`config.mk`:
```
export PLATFORM = sky130hd
export DESIGN_NAME = murmur64a_stream_hash_unit
export DESIGN_NICKNAME = d
export VERILOG_FILES = /design/src/m64h_pkg.sv /design/src/m64h_front.sv /design/src/m64h_mul.sv /design/src/m64h_back.sv /design/src/murmur64a_stream_hash_unit.sv
export SDC_FILE = /design/constraint.sdc
export NUM_CORES = 2
export LEC_CHECK = 0
export ABC_AREA = 1
export BUFFER_PORTS_ARGS = -buffer_cell sky130_fd_sc_hd__buf_2
export CAP_MARGIN = 10
export CORE_MARGIN = 8
export CORE_UTILIZATION = 59
export CTS_BUF_LIST = sky130_fd_sc_hd__clkbuf_8
export DETAILED_ROUTE_END_ITERATION = 12
export GPL_TIMING_DRIVEN = 0
export PLACE_DENSITY_LB_ADDON = 0.15
export SLEW_MARGIN = 0
export SYNTH_ARGS = -nofsm -noshare
export SYNTH_HDL_FRONTEND = slang
export SYNTH_SLANG_ARGS = --single-unit
```
`constraint.sdc`:
```
create_clock -name clk_i -period 8.3 [get_ports clk_i]
set_input_delay 1.66 -clock clk_i [delete_from_list [all_inputs] [get_ports clk_i]]
set_output_delay 1.66 -clock clk_i [all_outputs]
set_load 0.03 [all_outputs]
```
`src/m64h_pkg.sv`:
```
// Package for the MurmurHash64A stream hash unit.
// Shared constants, queue item type, state encodings and the shift-xor helper.
// No dependencies.
package m64h_pkg;

  localparam int unsigned WordW = 64;
  localparam int unsigned LenW  = 32;
  localparam int unsigned NbW   = 4;

  localparam logic [WordW-1:0] MurMult   = 64'hc6a4a7935bd1e995;
  localparam int unsigned      MurShift  = 47;
  localparam logic [NbW-1:0]   WordBytes = 4'd8;

  localparam int unsigned QueueDepthDef = 2;

  typedef enum logic [1:0] {
    WK_NONE,
    WK_TAIL,
    WK_FULL
  } word_kind_e;

  typedef struct packed {
    logic [WordW-1:0] data;
    word_kind_e       kind;
    logic             first;
    logic             last;
    logic [LenW-1:0]  length;
  } work_item_t;

  typedef struct packed {
    logic       valid;
    work_item_t item;
  } queue_head_t;

  typedef enum logic [2:0] {
    BS_IDLE,
    BS_LEN_MUL,
    BS_K_MUL1,
    BS_K_MUL2,
    BS_ACC_MUL,
    BS_FIN_MUL,
    BS_EMIT
  } back_state_e;

  typedef enum logic [1:0] {
    MS_IDLE,
    MS_LO,
    MS_MID1,
    MS_MID2
  } mul_step_e;

  function automatic logic [WordW-1:0] shift_xor(input logic [WordW-1:0] v);
    return v ^ (v >> MurShift);
  endfunction

endpackage

```
`src/m64h_front.sv`:
```
// Front end of the hash unit: accepts items, masks and classifies words,
// drops items outside a message and queues the rest. Uses m64h_pkg.
module m64h_front
  import m64h_pkg::*;
#(
  parameter int unsigned QueueDepth = QueueDepthDef
) (
  input  logic             clk_i,
  input  logic             rst_ni,
  input  logic             in_valid_i,
  output logic             in_ready_o,
  input  logic [WordW-1:0] block_data_i,
  input  logic [NbW-1:0]   valid_bytes_i,
  input  logic             first_item_i,
  input  logic             last_item_i,
  input  logic [LenW-1:0]  message_length_i,
  output queue_head_t      head_o,
  input  logic             pop_i
);

  localparam int unsigned IdxW = (QueueDepth > 1) ? $clog2(QueueDepth) : 1;
  localparam int unsigned CntW = $clog2(QueueDepth + 1);

  logic [NbW-1:0]   nb_sat;
  logic [WordW-1:0] masked;
  work_item_t       item;
  logic             in_msg_q, in_msg_d;
  logic             accept, push;

  work_item_t       mem_q [QueueDepth];
  logic [IdxW-1:0]  wr_ptr_q, wr_ptr_d, rd_ptr_q, rd_ptr_d;
  logic [CntW-1:0]  count_q, count_d;

  assign nb_sat = (valid_bytes_i > WordBytes) ? WordBytes : valid_bytes_i;

  always_comb begin
    masked = '0;
    for (int b = 0; b < 8; b++) begin
      if (NbW'(b) < nb_sat) begin
        masked[b*8 +: 8] = block_data_i[b*8 +: 8];
      end
    end
  end

  always_comb begin
    item.data   = masked;
    item.first  = first_item_i;
    item.last   = last_item_i;
    item.length = message_length_i;
    if (nb_sat == '0) begin
      item.kind = WK_NONE;
    end else if (nb_sat == WordBytes) begin
      item.kind = WK_FULL;
    end else begin
      item.kind = WK_TAIL;
    end
  end

  assign in_ready_o = (count_q != CntW'(QueueDepth));
  assign accept     = in_valid_i && in_ready_o;
  assign push       = accept && (first_item_i || in_msg_q);
  assign in_msg_d   = accept ? ((first_item_i || in_msg_q) && !last_item_i) : in_msg_q;

  always_comb begin
    wr_ptr_d = wr_ptr_q;
    rd_ptr_d = rd_ptr_q;
    if (push) begin
      wr_ptr_d = (wr_ptr_q == IdxW'(QueueDepth - 1)) ? '0 : wr_ptr_q + 1'b1;
    end
    if (pop_i) begin
      rd_ptr_d = (rd_ptr_q == IdxW'(QueueDepth - 1)) ? '0 : rd_ptr_q + 1'b1;
    end
    count_d = count_q + CntW'(push) - CntW'(pop_i);
  end

  always_ff @(posedge clk_i or negedge rst_ni) begin
    if (!rst_ni) begin
      in_msg_q <= 1'b0;
      wr_ptr_q <= '0;
      rd_ptr_q <= '0;
      count_q  <= '0;
    end else begin
      in_msg_q <= in_msg_d;
      wr_ptr_q <= wr_ptr_d;
      rd_ptr_q <= rd_ptr_d;
      count_q  <= count_d;
    end
  end

  always_ff @(posedge clk_i) begin
    if (push) begin
      mem_q[wr_ptr_q] <= item;
    end
  end

  assign head_o.valid = (count_q != '0);
  assign head_o.item  = mem_q[rd_ptr_q];

endmodule

```
`src/m64h_mul.sv`:
```
// Multiplier by the MurmurHash constant, modulo 2^64, one 32x32 partial
// product per cycle: low by low, then the two cross products. Uses m64h_pkg.
module m64h_mul
  import m64h_pkg::*;
(
  input  logic             clk_i,
  input  logic             rst_ni,
  input  logic             start_i,
  input  logic [WordW-1:0] opnd_i,
  output logic             busy_o,
  output logic             done_o,
  output logic [WordW-1:0] prod_o
);

  mul_step_e        step_q, step_d;
  logic             done_q, done_d;
  logic [WordW-1:0] x_q, x_d;
  logic [WordW-1:0] p_q, p_d;
  logic [31:0]      a, b;
  logic [WordW-1:0] pp;

  assign a  = (step_q == MS_MID2) ? x_q[63:32] : x_q[31:0];
  assign b  = (step_q == MS_MID1) ? MurMult[63:32] : MurMult[31:0];
  assign pp = 64'(a) * 64'(b);

  always_comb begin
    step_d = step_q;
    done_d = 1'b0;
    x_d    = x_q;
    p_d    = p_q;
    unique case (step_q)
      MS_IDLE: begin
        if (start_i) begin
          x_d    = opnd_i;
          step_d = MS_LO;
        end
      end
      MS_LO: begin
        p_d    = pp;
        step_d = MS_MID1;
      end
      MS_MID1: begin
        p_d    = p_q + {pp[31:0], 32'b0};
        step_d = MS_MID2;
      end
      MS_MID2: begin
        p_d    = p_q + {pp[31:0], 32'b0};
        done_d = 1'b1;
        step_d = MS_IDLE;
      end
      default: step_d = MS_IDLE;
    endcase
  end

  always_ff @(posedge clk_i or negedge rst_ni) begin
    if (!rst_ni) begin
      step_q <= MS_IDLE;
      done_q <= 1'b0;
    end else begin
      step_q <= step_d;
      done_q <= done_d;
    end
  end

  always_ff @(posedge clk_i) begin
    x_q <= x_d;
    p_q <= p_d;
  end

  assign busy_o = (step_q != MS_IDLE);
  assign done_o = done_q;
  assign prod_o = p_q;

endmodule

```
`src/m64h_back.sv`:
```
// Back end of the hash unit: sequencer that runs queued words through the
// shared constant multiplier and finalizes. Uses m64h_pkg and m64h_mul.
module m64h_back
  import m64h_pkg::*;
(
  input  logic             clk_i,
  input  logic             rst_ni,
  input  logic             cfg_we_i,
  input  logic [WordW-1:0] cfg_wdata_i,
  input  queue_head_t      head_i,
  output logic             pop_o,
  output logic             hash_valid_o,
  input  logic             hash_ready_i,
  output logic [WordW-1:0] hash_o
);

  back_state_e      state_q, state_d;
  logic [WordW-1:0] seed_q;
  logic [WordW-1:0] acc_q, acc_d;
  logic [WordW-1:0] k_q, k_d;
  work_item_t       cur_q, cur_d;

  logic             mul_start, mul_busy, mul_done, mul_state;
  logic [WordW-1:0] mul_opnd, prod;

  work_item_t       disp_item;
  logic [WordW-1:0] disp_base, disp_acc;
  back_state_e      disp_state;

  m64h_mul u_mul (
    .clk_i  (clk_i),
    .rst_ni (rst_ni),
    .start_i(mul_start),
    .opnd_i (mul_opnd),
    .busy_o (mul_busy),
    .done_o (mul_done),
    .prod_o (prod)
  );

  // where a word goes once the start value is known
  always_comb begin
    disp_item = (state_q == BS_IDLE) ? head_i.item : cur_q;
    disp_base = (state_q == BS_IDLE) ? acc_q : (seed_q ^ prod);
    unique case (disp_item.kind)
      WK_FULL: begin
        disp_state = BS_K_MUL1;
        disp_acc   = disp_base;
      end
      WK_TAIL: begin
        disp_state = BS_ACC_MUL;
        disp_acc   = disp_base ^ disp_item.data;
      end
      default: begin
        if (disp_item.last) begin
          disp_state = BS_FIN_MUL;
          disp_acc   = shift_xor(disp_base);
        end else begin
          disp_state = BS_IDLE;
          disp_acc   = disp_base;
        end
      end
    endcase
  end

  always_comb begin
    state_d = state_q;
    unique case (state_q)
      BS_IDLE: begin
        if (head_i.valid) begin
          state_d = head_i.item.first ? BS_LEN_MUL : disp_state;
        end
      end
      BS_LEN_MUL: if (mul_done) state_d = disp_state;
      BS_K_MUL1:  if (mul_done) state_d = BS_K_MUL2;
      BS_K_MUL2:  if (mul_done) state_d = BS_ACC_MUL;
      BS_ACC_MUL: if (mul_done) state_d = cur_q.last ? BS_FIN_MUL : BS_IDLE;
      BS_FIN_MUL: if (mul_done) state_d = BS_EMIT;
      BS_EMIT:    if (hash_ready_i) state_d = BS_IDLE;
      default:    state_d = BS_IDLE;
    endcase
  end

  always_comb begin
    mul_state    = 1'b0;
    mul_opnd     = '0;
    pop_o        = 1'b0;
    hash_valid_o = 1'b0;
    unique case (state_q)
      BS_IDLE:    pop_o = head_i.valid;
      BS_LEN_MUL: begin
        mul_state = 1'b1;
        mul_opnd  = 64'(cur_q.length);
      end
      BS_K_MUL1: begin
        mul_state = 1'b1;
        mul_opnd  = cur_q.data;
      end
      BS_K_MUL2: begin
        mul_state = 1'b1;
        mul_opnd  = k_q;
      end
      BS_ACC_MUL, BS_FIN_MUL: begin
        mul_state = 1'b1;
        mul_opnd  = acc_q;
      end
      BS_EMIT:    hash_valid_o = 1'b1;
      default:    pop_o = 1'b0;
    endcase
    mul_start = mul_state && !mul_busy && !mul_done;
  end

  always_comb begin
    acc_d = acc_q;
    k_d   = k_q;
    cur_d = cur_q;
    unique case (state_q)
      BS_IDLE: begin
        if (head_i.valid) begin
          cur_d = head_i.item;
          if (!head_i.item.first) begin
            acc_d = disp_acc;
          end
        end
      end
      BS_LEN_MUL: if (mul_done) acc_d = disp_acc;
      BS_K_MUL1:  if (mul_done) k_d = shift_xor(prod);
      BS_K_MUL2:  if (mul_done) acc_d = acc_q ^ prod;
      BS_ACC_MUL: if (mul_done) acc_d = cur_q.last ? shift_xor(prod) : prod;
      BS_FIN_MUL: if (mul_done) acc_d = shift_xor(prod);
      default:    acc_d = acc_q;
    endcase
  end

  always_ff @(posedge clk_i or negedge rst_ni) begin
    if (!rst_ni) begin
      state_q <= BS_IDLE;
      seed_q  <= '0;
      acc_q   <= '0;
    end else begin
      state_q <= state_d;
      acc_q   <= acc_d;
      if (cfg_we_i) begin
        seed_q <= cfg_wdata_i;
      end
    end
  end

  always_ff @(posedge clk_i) begin
    k_q   <= k_d;
    cur_q <= cur_d;
  end

  assign hash_o = acc_q;

endmodule

```
`src/murmur64a_stream_hash_unit.sv`:
```
// Top level of the MurmurHash64A stream hash unit: front end, back end and
// the output register. Uses m64h_pkg, m64h_front and m64h_back.
//
// Takes a message as little-endian 64-bit words and returns its 64-bit
// MurmurHash64A on the item marked tlast. All multiplies go through one
// shared constant multiplier that builds each product from three 32x32
// partial products; the back end runs three products for a full eight-byte
// word, one for a short tail word and none for an empty word, a first item
// adds the length product and a last item the final multiply. Up to
// QueueDepth items wait between front and back end, and the front end keeps
// taking items while a hash sits in the output register. The seed is to be
// written with cfg_we_i only while the unit is idle; this is not enforced.
module murmur64a_stream_hash_unit
  import m64h_pkg::*;
#(
  parameter int unsigned QueueDepth = QueueDepthDef
) (
  input  logic         clk_i,
  input  logic         rst_ni,
  input  logic         cfg_we_i,
  input  logic [63:0]  cfg_wdata_i,     // seed
  input  logic         s_axis_tvalid_i,
  output logic         s_axis_tready_o,
  input  logic [103:0] s_axis_tdata_i,  // block_data, valid_bytes, message_length, zero pad
  input  logic         s_axis_tuser_i,  // first_item
  input  logic         s_axis_tlast_i,  // last_item
  output logic         m_axis_tvalid_o,
  input  logic         m_axis_tready_i,
  output logic [63:0]  m_axis_tdata_o   // hash_value
);

  queue_head_t      queue_head;
  logic             back_pop;
  logic             hash_valid, hash_ready;
  logic [WordW-1:0] hash;
  logic             out_valid_q, out_valid_d;
  logic [WordW-1:0] out_data_q;

  m64h_front #(
    .QueueDepth(QueueDepth)
  ) u_front (
    .clk_i           (clk_i),
    .rst_ni          (rst_ni),
    .in_valid_i      (s_axis_tvalid_i),
    .in_ready_o      (s_axis_tready_o),
    .block_data_i    (s_axis_tdata_i[63:0]),
    .valid_bytes_i   (s_axis_tdata_i[67:64]),
    .first_item_i    (s_axis_tuser_i),
    .last_item_i     (s_axis_tlast_i),
    .message_length_i(s_axis_tdata_i[99:68]),
    .head_o          (queue_head),
    .pop_i           (back_pop)
  );

  m64h_back u_back (
    .clk_i       (clk_i),
    .rst_ni      (rst_ni),
    .cfg_we_i    (cfg_we_i),
    .cfg_wdata_i (cfg_wdata_i),
    .head_i      (queue_head),
    .pop_o       (back_pop),
    .hash_valid_o(hash_valid),
    .hash_ready_i(hash_ready),
    .hash_o      (hash)
  );

  assign hash_ready  = !out_valid_q || m_axis_tready_i;
  assign out_valid_d = (hash_valid && hash_ready) ||
                       (out_valid_q && !m_axis_tready_i);

  always_ff @(posedge clk_i or negedge rst_ni) begin
    if (!rst_ni) begin
      out_valid_q <= 1'b0;
    end else begin
      out_valid_q <= out_valid_d;
    end
  end

  always_ff @(posedge clk_i) begin
    if (hash_valid && hash_ready) begin
      out_data_q <= hash;
    end
  end

  assign m_axis_tvalid_o = out_valid_q;
  assign m_axis_tdata_o  = out_data_q;

  a_pop_nonempty: assert property (@(posedge clk_i) disable iff (!rst_ni)
    back_pop |-> queue_head.valid)
    else $error("back end popped an empty queue");

  a_hash_loaded: assert property (@(posedge clk_i) disable iff (!rst_ni)
    (hash_valid && hash_ready) |=> (m_axis_tvalid_o && (m_axis_tdata_o == $past(hash))))
    else $error("finished hash not captured in output register");

  a_hash_held: assert property (@(posedge clk_i) disable iff (!rst_ni)
    (hash_valid && !hash_ready) |=> (hash_valid && $stable(hash)))
    else $error("finished hash changed while output register was full");

endmodule
```
### Word-level counts from Yosys, hierarchy flattened

Memory sizes are Yosys's and may differ from the RTL's.
Cells that the tools add are included.

* add/sub/neg operators: 5
* multipliers: 1
* order comparisons: 9
* eq/ne operators: 22
* mux-type cells: 49
* bitwise operators: 5
* reduce and logical (&&, ||, !) cells: 30

Operators with widths (count)
* two-way mux 64 bit: 9
* one-hot mux 64 bit (5 select lines): 1
* one-hot mux 64 bit (2 select lines): 2
* one-hot mux 64 bit (4 select lines): 1
* bitwise XOR 64 bit: 3
* bitwise XOR 64 x 17 -> 64 bit: 2
* two-way mux 100 bit: 1
* adder 64 bit: 1
* multiplier 32 x 32 -> 64 bit: 1
* two-way mux 32 bit: 2
* two-way mux 8 bit: 8
* two-way mux 3 bit: 10
* one-hot mux 3 bit (7 select lines): 1
* < comparator 3 x 4 -> 1 bit (first input constant): 4
* inequality test 2 bit (second input constant): 8
* AND reduction 7 bit: 2
* equality test 3 bit (second input constant): 3
* < comparator 1 x 4 -> 1 bit (first input constant): 2
* < comparator 2 x 4 -> 1 bit (first input constant): 2
* two-way mux 1 bit: 8
* one-hot mux 2 bit (4 select lines): 1
* logical AND 1 bit: 7
* equality test 2 bit (second input constant): 3
* equality test 3 x 2 -> 1 bit (second input constant): 2
* 21 further kinds: 37

* register bits after elaboration: 496
* bits in writable memories: 200
* input port bits: 175
* output and inout port bits: 66
* logic and storage cells: 141
* memories kept: 1

Memory list
* u_front.mem_q: depth 2, bits a word 100, rd ports 1, clocked after memory_dff 0, write ports 1, RTL line m64h_front.sv:30 `work_item_t mem_q [QueueDepth];`

### Logic depth before layout (Yosys ltp)

* depth in word-level cells: 8
* gate-level depth with buffers: 44
* gate-level depth less buffers: 43

### Hierarchy

A second synthesis with hierarchy kept.

* cell total of the unflattened synthesis: 7085
* area total of the unflattened synthesis: 62765.2 µm²

By module, submodules not included
* m64h_mul: instances 1, cells each 3609, area each 32388.6 µm², sequential area each 3918.8 µm²
* m64h_back: instances 1, cells each 2915, area each 19910.3 µm², sequential area each 8172.8 µm²
* m64h_front: instances 1, cells each 491, area each 8499.4 µm², sequential area each 6130.9 µm²
* murmur64a_stream_hash_unit: instances 1, cells each 70, area each 1966.9 µm², sequential area each 1946.9 µm²

### Least setup slack after synthesis

Ideal clock, no wire load.

* kind: register to register
* start point: register u_back.u_mul.step_q[1]
* end point: register u_back.u_mul.p_q[63], in the netlist u_back.u_mul.prod_o[63], data pin
* setup time: 0.254 ns
* data arrival time: 8.577 ns
* required time: 8.046 ns
* setup slack: -0.531 ns
* stages on the path, launching flop included: 38
* buffers on the path: 2
* period minus slack after synthesis: 8.831 ns
* cell sequence: dfrtp_1 ha_1 buf_4 buf_2 o21ai_0 inv_1 nor2_1 inv_1 fa_1 fa_1 fa_1 fa_1 fa_1 fa_1 inv_1 fa_1 fa_1 ha_1 [2 not listed] inv_1 nor2_1 inv_1 nor2_1 nand2_1 nand2_1 xnor2_1 inv_1 ha_1 nand4_1 nor3_1 inv_1 o21ai_0 a21oi_1 inv_1 nand2_1 nand3_1 nand2_1

* cells in the longest elaborated chain, start to end: 5
* elaborated cells on any way between the ends: 9
* those cells by class: 1 x add/sub; 1 x mul; 3 x eq/ne; 3 x mux; 1 x reduce/logical

RTL lines
* start, declared: RTL line m64h_mul.sv:15 `mul_step_e step_q, step_d;`
* start signal, assigned: RTL line m64h_mul.sv:60 `step_q <= step_d;`
* equality test 2 bit, on equally long branches: RTL line m64h_mul.sv:22, m64h_mul.sv:31, m64h_mul.sv:23
* two-way mux 32 bit, on equally long branches: RTL line m64h_mul.sv:22, m64h_mul.sv:23
* multiplier 32 x 32 -> 64 bit: RTL line m64h_mul.sv:24 `assign pp = 64'(a) * 64'(b);`
* adder 64 bit: RTL line m64h_mul.sv:43, m64h_mul.sv:47
* one-hot mux 64 bit (2 select lines) (*): RTL line m64h_mul.sv:31 `unique case (step_q)`
* net u_back.u_mul.p_d[63]: RTL line m64h_mul.sv:18 `logic [WordW-1:0] p_q, p_d;`
* end signal, assigned: RTL line m64h_mul.sv:67 `p_q <= p_d;`
* end, declared: RTL line m64h_mul.sv:18

The timed path passes the listed nets; every way through them passes the cells marked *.
A chain may end at the register's enable or synchronous reset.

### Worst setup path after layout

* start point: register u_back.u_mul.step_q[0]
* end point: register u_back.u_mul.p_q[63], in the netlist u_back.u_mul.prod_o[63], data pin

Same word-level chain as after synthesis.

==> run metrics <==
gr ovfl total 0; arrival time at the worst endpoint 9290 ps; fin util 0.699; number of clock sinks 695; initial core utilization 0.592; max_cap viols 1; pin count of the biggest net entering global routing 83; # setup viols final 13; Max-slew headroom 0.00760; clk buf depth 3; Crit Path Max Fanout 10; layout cells sized above 1 0.188; Post-Synthesis Cells 6,357; flops & latches, synth 695; Critical Path Most Common Cell fa_1; Met1 Wirelength 76,300 um; I/O Pins 241; final RePlAce weighted congestion 1.05; 1st-iter DRT viols 5,963; top routing layer used met5; worst skew pair latency 730 ps; post-synthesis cell type count 50; top cells by area, synth edfxtp_1 28%, fa_1 21%, ha_1 9.5%, inv_1 8.9%, nand2_1 6.4%; Final Cycle Share 1.06; DRT Wirelength 232,000 um; routed length per placed instance 27.8 um; area grow syn2layout 18.1%; TritonRoute pass-1 iters 9; violated checks capacitance limit, setup timing; DR vias/cell 5.99; Die Footprint 110,000 um2; CTS tree done; Yosys top cell area share 0.283; H-Tree Depth 3; setup_tns -3530 ps; crit-path max cell delay 550 ps; Design Area, Final 69,600 um2; crit path time final 8810 ps; post-DP HPWL 183,000 um; vias in the first global route 50,200; Yosys top cell by area edfxtp_1; Nets 8,188; prevailing post-synth register cell edfxtp_1; core area 99,600 um2; total clock buffers created by CTS 101; Fmax 114 MHz; initial antenna violation count 5; Post-synth ARST share 0.201; slowest CP cell fa_1; Crit. End Element flop; unrepaired setup endpoints after global routing yes; Remaining DRCs 0; Slew @ Worst Pin 1470 ps; Synth warnings 0; clock root cell clkbuf_8; CP startpoint kind flop; clock transition at the registers of the reported paths 70 ps; Cell Area, Synth 59,000 um2; max-slew violation count 0; Req. time, crit path 8790 ps; kind of critical path reg -> reg; Antenna Violating Nets Remaining 0; via count 50,000; GRT Total Usage 0.409; status finished, violations left; FP Rows 116; DR WL met3 22,700 um; HP Class reg -> reg; Clock Skews 28.5 ps; metal2 WL 108,000 um; IO Port Bufs 234; Fin. Hold Viols 0; DIE HEIGHT 332 um; first-pass GRT wire length 329,000 um; Die W 332 um; hold_buf cts 0; syn avg cell area 9.28 um2; final worst setup slack -509 ps; Seq/Total Area, Yosys 0.342; WHS 510 ps; Post-synth EDFFs 555; Area after DPL 62,400 um2
-- metrics by stage --
step / worst slack [ps] / std cells
final: -509 / 8346
after floorplan: 23.0 / 6358
after global routing: -757 / 8344
after detailed placement: -3290 / 7917
after global placement: -3440 / 7890
after CTS: -326 / 8267
-- sequential cells by signal, summed over array words and instances (netlist names) --
| signal | cells |
|---|---|
| u_back.u_mul.prod_o | 64 |
| u_front.rd_ptr_q | 1 |
| u_front.mem_q | 200 |
| u_front.count_q | 2 |
| u_back.seed_q | 64 |
| u_back.u_mul.x_q | 64 |
| u_back.k_q | 64 |
| u_back.hash_o | 64 |
| u_back.u_mul.done_o | 1 |
| u_front.in_msg_q | 1 |
| u_front.wr_ptr_q | 1 |
| m_axis_tdata_o | 64 |
| m_axis_tvalid_o | 1 |
| u_back.state_q | 3 |
| u_back.u_mul.step_q | 2 |
| u_back.cur_q | 99 |
-- cell usage after synthesis (4+ instances only) --
library cell / instances
buf_4: 9
o21ai_1: 57
nand4_1: 11
o221ai_1: 34
a22oi_1: 12
ha_1: 447
buf_2: 54
a211oi_1: 14
inv_1: 1399
or2_2: 39
a21boi_0: 12
nor2_1: 387
o32ai_1: 5
mux2_2: 55
nand2_1: 1002
a21oi_1: 275
clkinv_1: 4
o21a_1: 13
nand3_1: 170
o21bai_1: 38
fa_1: 607
buf_1: 11
nor3_1: 78
o21ai_2: 4
a21o_1: 13
dfrtp_1: 140
o22ai_1: 51
a31o_2: 4
o211ai_1: 15
o21ai_0: 525
xor2_1: 67
nand3b_1: 10
clkbuf_1: 103
nor2_2: 4
inv_2: 9
edfxtp_1: 555
xnor2_1: 52
o31ai_1: 48
o2111ai_1: 7
-- cells by family after synthesis --
group | share of synthesized area
and+or+nand+nor | 0.118
buffers and inverters | 0.103
AOI/OAI and AO/OA | 0.108
adders and majority gates | 0.301
DFF | 0.342
xor gates and xnor gates | 0.0177
muxes | 0.0107
other | 0.000127
-- final cells by class --
| type | count | area (um2) |
|---|---|---|
| clock buffers | 115 | 1580 |
| fillers | 7598 | 29900 |
| inverters | 1412 | 5430 |
| plain buffers | 178 | 1040 |
| flip-flops and latches | 695 | 20200 |
| repair buffers | 499 | 3710 |
| clock inverters | 74 | 443 |
| diodes | 3 | 7.51 |
| multi-input cells | 4072 | 35600 |
| well taps | 1298 | 1620 |
-- worst max-delay path, delay by kind of cell (launching register included) --
kind	cells	cell delay [ps]
adders and majority gates	11	4750
and+or+nand+nor	12	1510
buffers and inverters	6	780
AOI/OAI and AO/OA	5	810
xor gates and xnor gates	1	280
DFF	1	410
-- final timing paths --
kind / startpoint / to / slack [ps] / cells after the start
min in group asynchronous: rst_ni / u_front.wr_ptr_q / 880 / 1
min reg2reg: u_back.hash_o[54] / m_axis_tdata_o[54] / 510 / 0
max reg2reg: u_back.u_mul.step_q[0] / u_back.u_mul.prod_o[63] / -510 / 35
min: u_back.hash_o[54] / m_axis_tdata_o[54] / 510 / 0
max in group asynchronous: rst_ni / u_back.hash_o[9] / 6480 / 2
max: u_back.u_mul.step_q[0] / u_back.u_mul.prod_o[63] / -510 / 35
-- cell usage in the layout, fill, tap and decap left out, types with 37 or more instances in the layout --
cell and count:
o31ai_1 48, clkbuf_8 116, nand2_2 52, nor2_2 45, nand2_1 932, o21ai_1 80, clkbuf_1 89, o21ai_0 449
edfxtp_1 555, xor2_1 46, nor3_1 70, xnor2_1 48, ha_1 394, ha_4 46, mux2_2 55, buf_4 224
nor2_1 266, dfrtp_1 139, inv_1 1376, a21oi_2 37, fa_1 581, or2_2 37, o22ai_1 51, inv_2 45
buf_2 285, nand3_1 156, a21oi_1 226, nor2_4 81
-- timing repair --
item | in CTS | in global routing
endpoints found under the setup margin | 51 | 33
buffers inserted | 161 | 74
resized for setup | 531 | 287
cloned | 1 | 1
endpoints found under the hold margin | 0 | 0
pin swaps | 127 | 101
-- per-layer routing --
| metal | vias to the layer above | GRT usage |
|---|---|---|
| li1 | 21600 | - |
| met1 | 24100 | 0.456 |
| met2 | 3289 | 0.674 |
| met3 | 996 | 0.0859 |
| met4 | 2 | 0.338 |
| met5 | - | 0.00133 |
Power is left out: the tool's default activity adds up to more than one toggle a clock period on the data nets, which glitch-free logic cannot reach.
